===== config.mk =====
export PLATFORM = sky130hd
export DESIGN_NAME = rgbw_linear_fade_engine_top
export DESIGN_NICKNAME = d
export VERILOG_FILES = /design/src/rtl/core/rlfe_pkg.sv /design/src/rtl/core/rgbw_linear_fade_engine_top.sv /design/src/rtl/core/rlfe_ram.sv /design/src/rtl/core/rlfe_scale_unit.sv
export SDC_FILE = /design/constraint.sdc
export NUM_CORES = 2
export LEC_CHECK = 0
export BUFFER_PORTS_ARGS = -buffer_cell sky130_fd_sc_hd__buf_4
export CAP_MARGIN = 5
export CORE_MARGIN = 2
export CORE_UTILIZATION = 52
export DETAILED_ROUTE_END_ITERATION = 6
export PLACE_DENSITY_LB_ADDON = 0.12
export REMOVE_ABC_BUFFERS = 1
export SYNTH_ARGS = -nofsm -noshare
export SYNTH_HDL_FRONTEND = slang
export SYNTH_HIERARCHICAL = 1
export SYNTH_SLANG_ARGS = --single-unit

===== constraint.sdc =====
create_clock -name aclk -period 10 [get_ports aclk]
set_clock_uncertainty 0.05 [all_clocks]
set_input_delay 2 -clock aclk [delete_from_list [all_inputs] [get_ports aclk]]
set_output_delay 2 -clock aclk [all_outputs]
set_load 0.03 [all_outputs]

===== src/rtl/core/rlfe_pkg.sv =====
// Shared types and constants for the RGBW linear fade engine.
// Used by the scaling unit and the top level; depends on nothing else.
package rlfe_pkg;

    // Action codes carried on the input channel
    localparam logic [2:0] ACT_SET_TARGET  = 3'd0;
    localparam logic [2:0] ACT_SET_CURRENT = 3'd1;
    localparam logic [2:0] ACT_START       = 3'd2;
    localparam logic [2:0] ACT_TICK        = 3'd3;
    localparam logic [2:0] ACT_READ        = 3'd4;

    localparam int ACT_W  = 3;
    localparam int IDX_W  = 6;
    localparam int CH_W   = 8;
    localparam int NCH    = 4;
    localparam int CSEL_W = 2;
    localparam int FAC_W  = 6;
    localparam int DIFF_W = 9;
    localparam int PX_W   = NCH * CH_W;
    localparam int DPX_W  = NCH * DIFF_W;

    // One channel handed to the scaling unit
    typedef struct packed {
        logic                     vld;
        logic [FAC_W-1:0]         factor;
        logic signed [DIFF_W-1:0] diff;
        logic [CH_W-1:0]          target;
        logic [CSEL_W-1:0]        ch;
    } scale_req_t;

    // One scaled channel coming back
    typedef struct packed {
        logic              vld;
        logic [CH_W-1:0]   value;
        logic [CSEL_W-1:0] ch;
    } scale_rsp_t;

endpackage


===== src/rtl/core/rgbw_linear_fade_engine_top.sv =====
// RGBW linear fade engine: target, current and difference frames, sequencer, output stage.
// Depends on rlfe_pkg, rlfe_ram and rlfe_scale_unit.
//
// The engine holds a target and a current frame of PIXELS RGBW pixels. Set
// transfers return nothing. A read presents one result through the RDADDR
// and RDOUT states and the output register. A start or a tick (tick only
// while a fade runs) rewrites and emits the whole frame, one result per
// pixel: each pixel is fetched from the frame RAMs, then its four channels
// pass one after another through the shared three-stage
// multiply-by-reciprocal scaler before the pixel is written back and sent.
// The input is not ready until the last pixel of the run is handed to the
// output register. No input transfer is taken while any item is in progress.
module rgbw_linear_fade_engine_top #(
    parameter int PIXELS = 32,
    parameter int STEPS  = 37
) (
    input  logic        aclk,
    input  logic        aresetn,
    // Input channel
    input  logic        s_tvalid,
    output logic        s_tready,
    input  logic [39:0] s_tdata,  // pixel_index[5:0], green_in, red_in, blue_in, white_in, 2'b0
    input  logic [2:0]  s_tuser,  // action
    // Result channel
    output logic        m_tvalid,
    input  logic        m_tready,
    output logic [39:0] m_tdata,  // pixel_out_index[5:0], green_out, red_out, blue_out,
                                  // white_out, 2'b0
    output logic        m_tlast,  // last_pixel
    output logic        m_tuser   // still_fading
);

    localparam int AW = (PIXELS > 1) ? $clog2(PIXELS) : 1;
    localparam int IDX_W = rlfe_pkg::IDX_W;
    localparam int CH_W  = rlfe_pkg::CH_W;
    localparam int NCH   = rlfe_pkg::NCH;
    localparam int DW    = rlfe_pkg::DIFF_W;
    localparam int PX_W  = rlfe_pkg::PX_W;
    localparam int DPX_W = rlfe_pkg::DPX_W;
    localparam int FAC_W = rlfe_pkg::FAC_W;
    localparam int CSEL_W = rlfe_pkg::CSEL_W;

    // Sequencer states
    localparam logic [2:0] ST_IDLE   = 3'd0;
    localparam logic [2:0] ST_READ   = 3'd1;
    localparam logic [2:0] ST_CALC   = 3'd2;
    localparam logic [2:0] ST_ISSUE  = 3'd3;
    localparam logic [2:0] ST_DRAIN  = 3'd4;
    localparam logic [2:0] ST_EMIT   = 3'd5;
    localparam logic [2:0] ST_RDADDR = 3'd6;
    localparam logic [2:0] ST_RDOUT  = 3'd7;

    logic [2:0]        state_reg, state_next;
    logic [IDX_W-1:0]  idx_reg;
    logic [FAC_W-1:0]  factor_reg;
    logic [FAC_W-1:0]  pass_f_reg;
    logic              fade_active_reg;
    logic              start_reg;
    logic [CSEL_W-1:0] ch_reg;
    logic [PIXELS-1:0] tgt_vld_reg;
    logic [PIXELS-1:0] cur_vld_reg;
    logic [PX_W-1:0]   tgt_px_reg;
    logic [DPX_W-1:0]  diff_px_reg;
    logic [PX_W-1:0]   res_px_reg;

    logic              m_tvalid_reg;
    logic [39:0]       m_tdata_reg;
    logic              m_tlast_reg;
    logic              m_tuser_reg;

    logic              s_xfer;
    logic [2:0]        act;
    logic [IDX_W-1:0]  in_idx;
    logic [PX_W-1:0]   in_px;
    logic              in_rng;
    logic              idx_rng;
    logic              last_px;
    logic              out_free;

    logic              tgt_we, cur_we, dif_we;
    logic [AW-1:0]     cur_waddr;
    logic [PX_W-1:0]   cur_wdata;
    logic [PX_W-1:0]   tgt_q, cur_q;
    logic [DPX_W-1:0]  dif_q;
    logic [PX_W-1:0]   tgt_rd, cur_rd;
    logic [DPX_W-1:0]  dif_new;

    rlfe_pkg::scale_req_t req;
    rlfe_pkg::scale_rsp_t rsp;

    // Unpack the input transfer
    assign s_tready = (state_reg == ST_IDLE);
    assign s_xfer   = s_tvalid && s_tready;
    assign act      = s_tuser;
    assign in_idx   = s_tdata[IDX_W-1:0];
    assign in_px    = s_tdata[IDX_W +: PX_W];
    assign in_rng   = ({1'b0, in_idx} < (IDX_W + 1)'(PIXELS));
    assign idx_rng  = ({1'b0, idx_reg} < (IDX_W + 1)'(PIXELS));
    assign last_px  = (idx_reg == IDX_W'(PIXELS - 1));
    assign out_free = !m_tvalid_reg || m_tready;

    // Frame RAM write controls
    assign tgt_we    = s_xfer && (act == rlfe_pkg::ACT_SET_TARGET) && in_rng;
    assign cur_we    = (s_xfer && (act == rlfe_pkg::ACT_SET_CURRENT) && in_rng)
                       || ((state_reg == ST_EMIT) && out_free);
    assign cur_waddr = (state_reg == ST_EMIT) ? idx_reg[AW-1:0] : in_idx[AW-1:0];
    assign cur_wdata = (state_reg == ST_EMIT) ? res_px_reg : in_px;
    assign dif_we    = (state_reg == ST_CALC) && start_reg;

    rlfe_ram #(.WIDTH(PX_W), .DEPTH(PIXELS)) u_tgt_ram (
        .aclk  (aclk),
        .we    (tgt_we),
        .waddr (in_idx[AW-1:0]),
        .wdata (in_px),
        .raddr (idx_reg[AW-1:0]),
        .rdata (tgt_q)
    );

    rlfe_ram #(.WIDTH(PX_W), .DEPTH(PIXELS)) u_cur_ram (
        .aclk  (aclk),
        .we    (cur_we),
        .waddr (cur_waddr),
        .wdata (cur_wdata),
        .raddr (idx_reg[AW-1:0]),
        .rdata (cur_q)
    );

    rlfe_ram #(.WIDTH(DPX_W), .DEPTH(PIXELS)) u_dif_ram (
        .aclk  (aclk),
        .we    (dif_we),
        .waddr (idx_reg[AW-1:0]),
        .wdata (dif_new),
        .raddr (idx_reg[AW-1:0]),
        .rdata (dif_q)
    );

    // Entries never written read as zero
    assign tgt_rd = (idx_rng && tgt_vld_reg[idx_reg[AW-1:0]]) ? tgt_q : '0;
    assign cur_rd = (idx_rng && cur_vld_reg[idx_reg[AW-1:0]]) ? cur_q : '0;

    // Per-channel difference current minus target
    always_comb begin
        for (int c = 0; c < NCH; c++) begin
            dif_new[c*DW +: DW] = {1'b0, cur_rd[c*CH_W +: CH_W]}
                                  - {1'b0, tgt_rd[c*CH_W +: CH_W]};
        end
    end

    // Feed one channel per cycle to the scaler
    always_comb begin
        req.vld    = (state_reg == ST_ISSUE);
        req.factor = pass_f_reg;
        req.diff   = diff_px_reg[ch_reg*DW +: DW];
        req.target = tgt_px_reg[ch_reg*CH_W +: CH_W];
        req.ch     = ch_reg;
    end

    rlfe_scale_unit #(.STEPS(STEPS)) u_scale (
        .aclk    (aclk),
        .aresetn (aresetn),
        .req     (req),
        .rsp     (rsp)
    );

    // Next state
    always_comb begin
        state_next = state_reg;
        unique case (state_reg)
            ST_IDLE: begin
                if (s_xfer) begin
                    case (act)
                        rlfe_pkg::ACT_START: state_next = ST_READ;
                        rlfe_pkg::ACT_TICK: begin
                            if (fade_active_reg) begin
                                state_next = ST_READ;
                            end
                        end
                        rlfe_pkg::ACT_READ: state_next = ST_RDADDR;
                        default: state_next = ST_IDLE;
                    endcase
                end
            end
            ST_READ:   state_next = ST_CALC;
            ST_CALC:   state_next = ST_ISSUE;
            ST_ISSUE: begin
                if (ch_reg == CSEL_W'(NCH - 1)) begin
                    state_next = ST_DRAIN;
                end
            end
            ST_DRAIN: begin
                if (rsp.vld && (rsp.ch == CSEL_W'(NCH - 1))) begin
                    state_next = ST_EMIT;
                end
            end
            ST_EMIT: begin
                if (out_free) begin
                    state_next = last_px ? ST_IDLE : ST_READ;
                end
            end
            ST_RDADDR: state_next = ST_RDOUT;
            ST_RDOUT: begin
                if (out_free) begin
                    state_next = ST_IDLE;
                end
            end
            default:   state_next = ST_IDLE;
        endcase
    end

    // Control state
    always_ff @(posedge aclk) begin
        if (!aresetn) begin
            state_reg       <= ST_IDLE;
            idx_reg         <= '0;
            factor_reg      <= '0;
            fade_active_reg <= 1'b0;
            tgt_vld_reg     <= '0;
            cur_vld_reg     <= '0;
        end else begin
            state_reg <= state_next;

            // Mark written entries
            if (tgt_we) begin
                tgt_vld_reg[in_idx[AW-1:0]] <= 1'b1;
            end
            if (cur_we) begin
                cur_vld_reg[cur_waddr] <= 1'b1;
            end

            // Take a transfer: latch index, step the fade factor at pass start
            if (s_xfer) begin
                case (act)
                    rlfe_pkg::ACT_START: begin
                        idx_reg         <= '0;
                        fade_active_reg <= 1'b1;
                        factor_reg      <= FAC_W'(STEPS - 2);
                    end
                    rlfe_pkg::ACT_TICK: begin
                        idx_reg <= '0;
                        if (fade_active_reg) begin
                            if (factor_reg == '0) begin
                                fade_active_reg <= 1'b0;
                            end else begin
                                factor_reg <= factor_reg - 1'b1;
                            end
                        end
                    end
                    rlfe_pkg::ACT_READ: idx_reg <= in_idx;
                    default: idx_reg <= '0;
                endcase
            end

            // Advance to the next pixel of a pass
            if ((state_reg == ST_EMIT) && out_free && !last_px) begin
                idx_reg <= idx_reg + 1'b1;
            end
        end
    end

    // Pass payload registers
    always_ff @(posedge aclk) begin
        if (s_xfer) begin
            start_reg  <= (act == rlfe_pkg::ACT_START);
            pass_f_reg <= (act == rlfe_pkg::ACT_START) ? FAC_W'(STEPS - 1) : factor_reg;
        end
        if (state_reg == ST_CALC) begin
            tgt_px_reg  <= tgt_rd;
            diff_px_reg <= start_reg ? dif_new : dif_q;
            ch_reg      <= '0;
        end
        if (state_reg == ST_ISSUE) begin
            ch_reg <= ch_reg + 1'b1;
        end
        if (rsp.vld) begin
            res_px_reg[rsp.ch*CH_W +: CH_W] <= rsp.value;
        end
    end

    // Output register: load pass pixels and read results, drop on transfer
    always_ff @(posedge aclk) begin
        if (!aresetn) begin
            m_tvalid_reg <= 1'b0;
        end else if ((state_reg == ST_EMIT || state_reg == ST_RDOUT) && out_free) begin
            m_tvalid_reg <= 1'b1;
        end else if (m_tready) begin
            m_tvalid_reg <= 1'b0;
        end
    end

    always_ff @(posedge aclk) begin
        if ((state_reg == ST_EMIT) && out_free) begin
            m_tdata_reg <= {2'b00, res_px_reg, idx_reg};
            m_tlast_reg <= last_px;
            m_tuser_reg <= fade_active_reg;
        end else if ((state_reg == ST_RDOUT) && out_free) begin
            m_tdata_reg <= {2'b00, cur_rd, idx_reg};
            m_tlast_reg <= 1'b1;
            m_tuser_reg <= fade_active_reg;
        end
    end

    assign m_tvalid = m_tvalid_reg;
    assign m_tdata  = m_tdata_reg;
    assign m_tlast  = m_tlast_reg;
    assign m_tuser  = m_tuser_reg;

endmodule


===== src/rtl/core/rlfe_ram.sv =====
// Generic single-write, single-read RAM with registered read data.
// No dependencies.
module rlfe_ram #(
    parameter int WIDTH = 32,
    parameter int DEPTH = 32,
    parameter int AW    = (DEPTH > 1) ? $clog2(DEPTH) : 1
) (
    input  logic             aclk,
    input  logic             we,
    input  logic [AW-1:0]    waddr,
    input  logic [WIDTH-1:0] wdata,
    input  logic [AW-1:0]    raddr,
    output logic [WIDTH-1:0] rdata
);

    logic [WIDTH-1:0] mem [DEPTH];
    logic [WIDTH-1:0] rdata_reg;

    // Write port and registered read port
    always_ff @(posedge aclk) begin
        if (we) begin
            mem[waddr] <= wdata;
        end
        rdata_reg <= mem[raddr];
    end

    assign rdata = rdata_reg;

endmodule


===== src/rtl/core/rlfe_scale_unit.sv =====
// Three-stage channel scaler: target + trunc(factor * diff / STEPS), modulo 256.
// Depends on rlfe_pkg for the request and response structs.
module rlfe_scale_unit #(
    parameter int STEPS = 37
) (
    input  logic                aclk,
    input  logic                aresetn,
    input  rlfe_pkg::scale_req_t req,
    output rlfe_pkg::scale_rsp_t rsp
);

    // Exact reciprocal for numerators below 2^NUM_W
    localparam int LOG_S = $clog2(STEPS);
    localparam int NUM_W = rlfe_pkg::CH_W + LOG_S;
    localparam int SHIFT = NUM_W + LOG_S;
    localparam int REC_W = NUM_W + 1;
    localparam int unsigned RECIP = ((1 << SHIFT) + STEPS - 1) / STEPS;
    localparam int PROD_W = rlfe_pkg::FAC_W + rlfe_pkg::CH_W;
    localparam int MUL_W  = PROD_W + REC_W;

    logic [rlfe_pkg::DIFF_W-1:0] mag;
    logic [MUL_W-1:0]            q_full;
    logic [rlfe_pkg::CH_W-1:0]   quot;

    logic                        s1_vld_reg, s2_vld_reg, s3_vld_reg;
    logic [PROD_W-1:0]           s1_prod_reg;
    logic                        s1_neg_reg, s2_neg_reg;
    logic [rlfe_pkg::CH_W-1:0]   s1_tgt_reg, s2_tgt_reg;
    logic [rlfe_pkg::CSEL_W-1:0] s1_ch_reg, s2_ch_reg, s3_ch_reg;
    logic [MUL_W-1:0]            s2_mul_reg;
    logic [rlfe_pkg::CH_W-1:0]   s3_val_reg;

    // Magnitude of the signed difference
    assign mag = req.diff[rlfe_pkg::DIFF_W-1] ? (~req.diff + 1'b1) : req.diff;

    // Quotient from the reciprocal product
    assign q_full = s2_mul_reg >> SHIFT;
    assign quot   = q_full[rlfe_pkg::CH_W-1:0];

    // Advance valid flags
    always_ff @(posedge aclk) begin
        if (!aresetn) begin
            s1_vld_reg <= 1'b0;
            s2_vld_reg <= 1'b0;
            s3_vld_reg <= 1'b0;
        end else begin
            s1_vld_reg <= req.vld;
            s2_vld_reg <= s1_vld_reg;
            s3_vld_reg <= s2_vld_reg;
        end
    end

    // Stage 1: factor times magnitude; stage 2: times reciprocal;
    // stage 3: apply sign and add target
    always_ff @(posedge aclk) begin
        s1_prod_reg <= req.factor * mag[rlfe_pkg::CH_W-1:0];
        s1_neg_reg  <= req.diff[rlfe_pkg::DIFF_W-1];
        s1_tgt_reg  <= req.target;
        s1_ch_reg   <= req.ch;

        s2_mul_reg  <= MUL_W'(s1_prod_reg) * MUL_W'(REC_W'(RECIP));
        s2_neg_reg  <= s1_neg_reg;
        s2_tgt_reg  <= s1_tgt_reg;
        s2_ch_reg   <= s1_ch_reg;

        s3_val_reg  <= s2_neg_reg ? (s2_tgt_reg - quot) : (s2_tgt_reg + quot);
        s3_ch_reg   <= s2_ch_reg;
    end

    assign rsp.vld   = s3_vld_reg;
    assign rsp.value = s3_val_reg;
    assign rsp.ch    = s3_ch_reg;

endmodule

==> results.ini <==
[status]
status=finished clean

[route]
wl_um=370100
drc=0
wire_per_inst_um=28.45
drt-pass1-iter-count=6
drt_iter0_drc=7318
via_count=78450
detail_route.vias_per_cell=6.031
final_antenna_net_count=0

[power_and_ir_drop]
leakagePower_nw=50.77
max-vdd-ir-drop_uv=697.1
power.density_nw_per_um2=250.1

[yosys]
async_reset_ff_share_pct=0
ys_ff_latch=3587
synth_compound_area_share_pct=5.204
synth_edf_count=3349
synthAdderAreaFrac_pct=2.716
synthCells=8793
syn-cell-area_um2=145100
synth-warning-count=6
synth_mux_area_share_pct=12.27
syn_avg_cell_area_um2=16.50
yosys.area_share.simple_pct=4.332
synth-xor-area-share_pct=0.3847
synth_flop_cell=edfxtp_1
synth_top_family_by_area=multiplexers
yosysSeqAreaShare_pct=72.61
yosysUniqueCellTypes=81

[clock_network]
cts_buffers=365
clock_path_buffers=4
path_clk_slew_ps=60
ctsHoldBuffers=0
cts_sinks=3587
clk_latency_ps=940
clock-root-buffer=clkbuf_16
tritoncts=done
htree_num_levels=5
cts_resized=0
cts_setup_buffers=0

[global_routing]
grt_pass1_vias=77390
grt_max_degree=127
grt_util_all_layers_pct=25.67
overflow=0
grt_pass1_wl_um=533200
antenna_found_initial=16

[placement]
place_congestion=0.8403
portBuffers=86
dp.cells=12330
dpl_cell_area_um2=150300
hpwlAfterDp_um=204800

[setup_path]
crit_fanout=9
startpoint_type=flip-flop
cp.arrival_ps=7480
required_ps=10730
critical_path_class=reg -> reg
r2r_slack_ps=3260
endpoint_kind=flip-flop

[cells_and_area]
layout-drive-gt1-share_pct=11.87
largest_reg_flops=1152
stdcell_count=13010
multi_input_area_um2=37180
seqCellArea_um2=105300
layout_common_cells=edfxtp_1, mux2i_1, nand2_1
n_fill_cell=20930
area_growth_pct=11.95
reg_top3=u_dif_ram/mem: 1152 flops, u_cur_ram/mem: 1024 flops, u_tgt_ram/mem: 1024 flops
layout_commonest_cell=edfxtp_1
post-route-cell-area_um2=162400
largest_register=u_dif_ram/mem
nets=9290

[floorplanning]
coreArea_um2=277000
io_pins=91
num_rows=193
die_x_um=532.2
die_y_um=532.2
initial_core_util_pct=52.37
dieArea_um2=283200

[timing]
worst_slew_margin_rel_pct=17.40
fin_setup_tns_ps=0
worst_slew_pin_slew_ps=1239
whs_ps=276.1
slew_viol_final=0
fmax_mhz=148.3
hold_viol=0
period_share_pct=67.44
rsz0062_at_grt=false
min_period_ps=6744
setup_violations=0

[min_path]
hp-class=reg -> reg

[flow_run]
maxCapViolCount=0

[worst max-delay path, cell delays in order, from the launching register on]
cell      delay (ps)
edfxtp_1         920
mux4_2           790
or3_1            490
o31ai_1          280
xor2_1           500
nor2b_1          140
fa_1             550
inv_1             50
fa_1             500
fa_1             490
inv_1             40
ha_1             300
a21o_1           200
a21oi_2          180
o21ai_1          120
or4_4            440
and4_4           180
or3_1            350
[power by group]
group | total (W) | internal (W) | switching [W]
Sequential | 0.0171 | 0.0168 | 0.000225
Clock | 0.0136 | 0.00788 | 0.00570
Combinational | 0.00996 | 0.00411 | 0.00585
Total | 0.0406 | 0.0288 | 0.0118
[worst paths after layout]
| path | start | endpoint | cells after the start |
|---|---|---|---|
| setup / recovery | ch_reg[0] | u_scale/s1_prod_reg[13] | 17 |
| hold reg to reg | u_scale/s2_ch_reg[0] | u_scale/s3_ch_reg[0] | 0 |
| setup reg to reg | ch_reg[0] | u_scale/s1_prod_reg[13] | 17 |
| hold / removal | u_scale/s2_ch_reg[0] | u_scale/s3_ch_reg[0] | 0 |
[cells by family after synthesis]
family                     Yosys count
and+or+nand+nor                   1332
AOI/OAI and AO/OA                 1127
other                                1
DFF                               3587
xor gates and xnor gates            62
buffers and inverters              696
muxes                             1734
adders and majority gates          254
[final cells by class]
class	instances	share of cell area [%]
timing repair buffer	282	1.428
inverter	245	0.5663
antenna	6	0.009246
tap	3705	2.855
multi-input combinational	4511	22.90
clock inverter	199	1.287
sequential	3587	64.87
clock buffer	473	6.089
[routing by layer]
layer  track usage [%]  vias to the layer above  part of all wire [%]
met5                 0                        -                0.0095
met4             8.475                        6                   3.3
met3             3.263                      609                   6.0
met2             42.69                     2632                    49
met1             35.16                    40860                    42
li1                  -                    34340                     -
[stage by stage]
step / setup WS [ps] / utilization, % / total power [W]
floorplan: -56520 / - / 0.02561
global placement: 3380 / 54.28 / 0.02726
detailed placement: 3385 / 54.28 / 0.02738
CTS: 3310 / 58.60 / 0.04099
global route: 3118 / 58.63 / 0.04295
finish: 3256 / 58.63 / 0.04061
[synth_stat cells (27+ instances only)]
cell type | instances | area, um2
a22o_1 | 200 | 1752
o21ai_0 | 41 | 205.2
mux4_2 | 27 | 608.1
dfxtp_1 | 238 | 4765
nor2_1 | 237 | 889.6
and2_1 | 80 | 500.5
a21oi_1 | 395 | 1977
ha_1 | 149 | 1864
a31oi_1 | 111 | 694.4
fa_1 | 102 | 2042
buf_6 | 53 | 596.8
edfxtp_1 | 3349 | 100600
nand2b_1 | 28 | 175.2
buf_1 | 34 | 127.6
nor2b_1 | 63 | 394.1
nand3_1 | 315 | 1577
buf_4 | 92 | 690.7
a22oi_1 | 305 | 2290
xnor2_1 | 40 | 350.3
clkbuf_1 | 162 | 608.1
mux2i_1 | 1621 | 16230
buf_2 | 95 | 475.5
mux2_2 | 86 | 968.4
nor3_1 | 127 | 635.6
inv_1 | 244 | 915.9
nand2_1 | 399 | 1498
Note: power is estimated with default switching activity, not from simulation.
